[config.mk]
export PLATFORM = sky130hd
export DESIGN_NAME = aavg_div
export DESIGN_NICKNAME = d
export VERILOG_FILES = /design/src/hdl/aavg_pkg.sv /design/src/hdl/aavg_div.sv
export SDC_FILE = /design/constraint.sdc
export NUM_CORES = 1
export LEC_CHECK = 0
export BUFFER_PORTS_ARGS = -buffer_cell sky130_fd_sc_hd__clkbuf_2
export CAP_MARGIN = 20
export CORE_MARGIN = 1.5
export CORE_UTILIZATION = 37
export CTS_CLUSTER_DIAMETER = 150
export DETAILED_ROUTE_END_ITERATION = 8
export SLEW_MARGIN = 20
export SYNTH_ARGS = -nofsm -noshare
export SYNTH_HDL_FRONTEND = slang
export SYNTH_SLANG_ARGS = --single-unit
[constraint.sdc]
create_clock -name clk -period 2.2 [get_ports clk]
set_input_delay 0.44 -clock clk [delete_from_list [all_inputs] [get_ports clk]]
set_output_delay 0.44 -clock clk [all_outputs]
set_load 0.02 [all_outputs]
[src/hdl/aavg_pkg.sv]
// ----------------------------------------------------------------------------
// aavg_pkg
// Shared widths, CORDIC constants and arctangent table for the ring sector
// vertex generator.
// ----------------------------------------------------------------------------
package aavg_pkg;

    localparam int ANGLE_W  = 16;   // binary angle, one turn = 2^16
    localparam int SWEEP_W  = 17;
    localparam int COUNT_W  = 6;
    localparam int COORD_W  = 32;
    localparam int TRIG_W   = 34;   // Q2.30 with headroom, also CORDIC z
    localparam int PROD_W   = COORD_W + 1 + TRIG_W;
    localparam int ATAN_N   = 24;
    localparam int ATAN_IW  = 5;

    localparam logic signed [TRIG_W-1:0] GAIN_Q30 = 34'sd652032874;

    // arctan(2^-k), 2^32 = one turn
    function automatic logic signed [TRIG_W-1:0] atan_lut(input logic [ATAN_IW-1:0] k);
        logic signed [TRIG_W-1:0] v;
        case (k)
            5'd0:    v = 34'sd536870912;
            5'd1:    v = 34'sd316933405;
            5'd2:    v = 34'sd167458907;
            5'd3:    v = 34'sd85004756;
            5'd4:    v = 34'sd42667331;
            5'd5:    v = 34'sd21354465;
            5'd6:    v = 34'sd10679838;
            5'd7:    v = 34'sd5340245;
            5'd8:    v = 34'sd2670163;
            5'd9:    v = 34'sd1335087;
            5'd10:   v = 34'sd667544;
            5'd11:   v = 34'sd333772;
            5'd12:   v = 34'sd166886;
            5'd13:   v = 34'sd83443;
            5'd14:   v = 34'sd41721;
            5'd15:   v = 34'sd20860;
            5'd16:   v = 34'sd10430;
            5'd17:   v = 34'sd5215;
            5'd18:   v = 34'sd2607;
            5'd19:   v = 34'sd1303;
            5'd20:   v = 34'sd651;
            5'd21:   v = 34'sd325;
            5'd22:   v = 34'sd162;
            5'd23:   v = 34'sd81;
            default: v = '0;
        endcase
        return v;
    endfunction

endpackage

[src/hdl/aavg_div.sv]
// ----------------------------------------------------------------------------
// aavg_div
// Bit-serial restoring divider: sweep / segment count, one quotient bit a
// cycle.
// ----------------------------------------------------------------------------
module aavg_div
    import aavg_pkg::*;
(
    input  logic               clk,
    input  logic               rst_n,
    input  logic               start,
    input  logic [SWEEP_W-1:0] dividend,
    input  logic [COUNT_W-1:0] divisor,
    output logic [SWEEP_W-1:0] quotient,
    output logic [COUNT_W-1:0] remainder,
    output logic               done
);

    localparam int CNT_W = $clog2(SWEEP_W);

    logic               busy_reg, busy_next;
    logic [CNT_W-1:0]   cnt_reg, cnt_next;
    logic [SWEEP_W-1:0] q_reg, q_next;
    logic [COUNT_W-1:0] rem_reg, rem_next;
    logic [COUNT_W-1:0] div_reg, div_next;
    logic               done_reg, done_next;
    logic [COUNT_W:0]   trial;

    assign trial = {rem_reg, q_reg[SWEEP_W-1]};

    always_comb
    begin
        busy_next = busy_reg;
        cnt_next  = cnt_reg;
        q_next    = q_reg;
        rem_next  = rem_reg;
        div_next  = div_reg;
        done_next = 1'b0;
        if (start)
        begin
            busy_next = 1'b1;
            cnt_next  = '0;
            q_next    = dividend;
            rem_next  = '0;
            div_next  = divisor;
        end
        else if (busy_reg)
        begin
            // shift one dividend bit in, subtract where it fits
            if (trial >= {1'b0, div_reg})
            begin
                rem_next = COUNT_W'(trial - {1'b0, div_reg});
                q_next   = {q_reg[SWEEP_W-2:0], 1'b1};
            end
            else
            begin
                rem_next = trial[COUNT_W-1:0];
                q_next   = {q_reg[SWEEP_W-2:0], 1'b0};
            end
            cnt_next = cnt_reg + 1'b1;
            if (cnt_reg == CNT_W'(SWEEP_W - 1))
            begin
                busy_next = 1'b0;
                done_next = 1'b1;
            end
        end
    end

    always_ff @(posedge clk or negedge rst_n)
    begin
        if (!rst_n)
        begin
            busy_reg <= 1'b0;
            done_reg <= 1'b0;
            cnt_reg  <= '0;
        end
        else
        begin
            busy_reg <= busy_next;
            done_reg <= done_next;
            cnt_reg  <= cnt_next;
        end
    end

    always_ff @(posedge clk)
    begin
        q_reg   <= q_next;
        rem_reg <= rem_next;
        div_reg <= div_next;
    end

    assign quotient  = q_reg;
    assign remainder = rem_reg;
    assign done      = done_reg;

endmodule

==> After elaboration in Yosys (flattened, before gate mapping) <==
Index checks and enable logic that the tools add are counted.
{ "op_classes": {"add_sub_neg": 2, "order_cmp": 1, "n_eq_ne": 1, "muxes": 12, "reduce_logical": 1} }
{ "op_table": {"columns": ["op", "n"], "rows": [
  ["17-bit two-way mux", 2],
  ["5-bit two-way mux", 2],
  ["7-bit by 6-bit >= comparator with 1-bit output", 1],
  ["1-bit two-way mux", 7],
  ["6-bit two-way mux", 1],
  ["6-bit subtractor", 1],
  ["5-bit by 1-bit adder with 5-bit output, second input constant", 1],
  ["5-bit == test, second input constant", 1],
  ["2-bit nonzero test", 1]
]} }
{ "word_totals": {"reg_bits": 36, "inputBits": 26, "output_inout_bits": 24, "wordCells": 23} }

==> Depth between registers and ports, before layout <==
{ "logic_depth": {"depth_word": 4, "mapped_depth": 8, "depth_no_buf": 8} }

==> Worst setup path before layout <==
No wires, ideal clock.
{ "synth_timing": {"path_kind": "reg-to-reg", "startpoint": "register rem_reg[3] (netlist: remainder[3])", "endpoint": "register rem_reg[1] (netlist: remainder[1])", "setup_time_ns": 0.120, "arrival_time_ns": 1.934, "required_ns": 2.080, "path_slack_ns": 0.146, "stages_incl_launch_ff": 7, "path_buffers": 0, "period_less_slack_ns": 2.054, "cell_sequence": "dfxtp_1 -> ha_1 -> a21o_1 -> a211o_1 -> a41oi_4 -> nor4b_1 -> a211o_2"} }
{ "synth_via": {"elab_chain_len": 2} }
{ "synth_rtl": {"columns": ["item", "line_no", "rtl"], "rows": [
  ["from (decl)", "aavg_div.sv:24", "logic [COUNT_W-1:0] rem_reg, rem_next;"],
  ["from (signal assigned)", "aavg_div.sv:88", "rem_reg <= rem_next;"],
  ["7-bit by 6-bit >= comparator with 1-bit output", "aavg_div.sv:50", "if (trial >= {1'b0, div_reg})"],
  ["6-bit two-way mux", "aavg_div.sv:50", null]
]} }
Every way passes these cells.
A chain may end at the register's enable or synchronous reset.

==> Worst setup path after layout <==
Same ends and word-level chain as after synthesis.

==> impl_metrics.toml <==
[sta]
fmax_mhz = 486.5
fin_ws_ps = 144.3
clock_skew_ps = 5.553
fin_crit_sh = 0.9344
hold_violations = 0
min_period_ps = 2056
setup_violations = 0
setup_tns_ps = 0
slew_headroom = 0.7317
worst_pin_slew_ps = 402.5
rsz0062_at_grt = "false"
drv_slew = 0

[pwr]
power_density_nw_per_um2 = 1089
peakVddDrop_uv = 403.1
leakage_nw = 1.038

[setup_path]
cp.arrival_ps = 2230
crit_buf_inv = 1
startpoint_type = "flip-flop"
cp_slowest_cell = "ha_1"
crit_chain = "ha_1 -> a21o_1 -> a211o_1 -> a41oi_4 -> buf_12 -> nor4b_1 -> a211o_2"
critPathMaxFanout = 10
end_kind = "flip-flop"
critPathRequiredTime_ps = 2370
cp_slowest_stage_delay_ps = 400
path_class = "reg2reg"
crit_family = "compound AO/OA/AOI/OAI gates"

[synth]
netlist_area_um2 = 1804
synthFlopType = "edfxtp_1"
synth_seq_area_share = 0.5465
yosys-top-cells-area = "edfxtp_1 (38%), mux2_2 (10%), dfrtp_1 (9.7%)"
netlist-cell-type-count = 33
synth_most_common_cell = "edfxtp_1"
async_reset_ff_frac = 0.1944
yosysWarnings = 0
synth_top_cell_by_area = "edfxtp_1"
synth_edf_count = 23
syn_nets = 180
synth_seq_cells = 36
netlist_instances = 144
synth_top_area_frac = 0.3828
synth_area_per_cell_um2 = 12.53
synth_top_cells_by_count = "edfxtp_1 (23), nor2_1 (17), mux2_2 (16), inv_1 (10), ha_1 (9)"

[clock_tree]
path_clk_slew_ps = 70
root_buffer = "clkbuf_8"
numCtsBuffers = 5
cts_buffer_depth = 2
cts_tree = "yes"
htreeDepth = 2
clk_latency_ps = 280
clock_sinks = 36
cts_resized = 0

[detailed_routing]
wire_per_inst_um = 13.10
via_per_inst = 4.660
dr_total_vias = 1249
drc = 0
routed_wl_um = 3512
ant_nets = 0
drt_iter0_drc = 76
first_pass_iters = 4

[global_route]
antenna_found_initial = 0
grt_first_pass_wirelength_um = 5740
gr-total-overflow = 0
grt_pass1_vias = 1226
grt_max_degree = 19
track_usage = 0.1442

[cells_and_area]
fin_area_um2 = 2257
area_delta_synth_final_pct = 25.10
antennaDiodeCount = 0
nets = 236
final_cell_count_no_fill = 268
drive_above_1_share = 0.3881
largest_reg_flops = 17
final_util = 0.4779

[run_status]
status = "complete, no violations"

[placement]
post_dp_cell_area_um2 = 2137
gp_congestion = 0.8198
io_buffers = 49
dp_hpwl_um = 2601
preCtsSetupSlack_ps = 128.5
dp_cells = 258

[die]
coreArea_um2 = 4723
die_width_um = 72.83
die-area_um2 = 5304
start_util = 0.3820
row_count = 25
ios = 50
die_h_um = 72.83

[job]
cap_violations = 0

[min_path]
hp-class = "in2reg"
==> power breakdown <==
part           internal (mW)  switching (mW)
Clock                  0.255           0.221
Sequential             0.848           0.103
Combinational          0.481           0.549
==> worst paths after layout <==
kind                       depth (start not counted)            to    startpoint  slack [ps]
max in group asynchronous                          2    cnt_reg[0]         rst_n        1510
min                                                1    div_reg[3]    divisor[3]         330
max                                                7  remainder[1]  remainder[3]         140
min in group asynchronous                          2      busy_reg         rst_n         530
max reg2reg                                        7  remainder[1]  remainder[3]         140
min reg2reg                                        2  remainder[4]  remainder[4]         540
==> area by class of cell <==
type | count | area, um2
Multi-Input combinational cell | 93 | 762.0
Sequential cell | 36 | 985.9
Clock buffer | 8 | 90.09
Timing Repair Buffer | 54 | 297.8
Inverter | 10 | 37.54
Tap cell | 67 | 83.83
Fill cell | 445 | 2466
==> worst reg2reg max path: stages (launching register included) <==
cell	delay, ps
dfxtp_1	350
ha_1	400
a21o_1	190
a211o_1	320
a41oi_4	210
buf_12	160
nor4b_1	50
a211o_2	260
==> cell families after synthesis <==
| group | after synthesis | share of synthesized area |
|---|---|---|
| and+or+nand+nor | 36 | 0.09987 |
| muxes | 22 | 0.1331 |
| adders and majority gates | 10 | 0.07351 |
| DFF | 36 | 0.5465 |
| xor gates and xnor gates | 7 | 0.03398 |
| buffers and inverters | 15 | 0.03120 |
| AOI/OAI and AO/OA | 18 | 0.08183 |
==> placed cells by master, fill, tap and decap left out, types with 2 or more instances in the layout <==
| master | count |
|---|---|
| clkbuf_2 | 49 |
| edfxtp_1 | 23 |
| nor2_1 | 17 |
| mux2_2 | 16 |
| inv_1 | 10 |
| ha_1 | 9 |
| dfrtp_1 | 7 |
| mux2i_1 | 6 |
| clkbuf_8 | 6 |
| dfxtp_1 | 6 |
| nand2_1 | 5 |
| xor2_1 | 5 |
| a21oi_1 | 4 |
| nor2b_1 | 3 |
| a21o_1 | 3 |
| nand2b_1 | 3 |
| a211oi_1 | 3 |
| buf_4 | 3 |
| xnor2_1 | 2 |
| nor3b_1 | 2 |
| nand4_1 | 2 |
| clkbuf_1 | 2 |
==> per-layer routing <==
layer / wire (um) / share of wire / vias up / track usage
li1: - / - / 629 / -
met1: 1600 / 0.46 / 579 / 0.1952
met2: 1650 / 0.47 / 37 / 0.2100
met3: 209 / 0.060 / 4 / 0.05387
met4: 51 / 0.015 / 0 / 0.05451
met5: 0 / 0 / - / 0
==> stage by stage <==
step                      power (mW)  hold WS [ps]
after floorplan                1.649         144.4
after global placement         1.874         280.7
after detailed placement       1.905         287.2
after CTS                      2.407         312.4
after global routing           2.618         313.4
final                          2.457         329.3
==> repair_timing <==
item,in CTS,in global routing
endpoints found under the hold margin,7,0
setup endpoints to repair,0,5
setup buffers,0,1
hold buffers,1,0
Note: power is estimated with default switching activity, not from simulation.
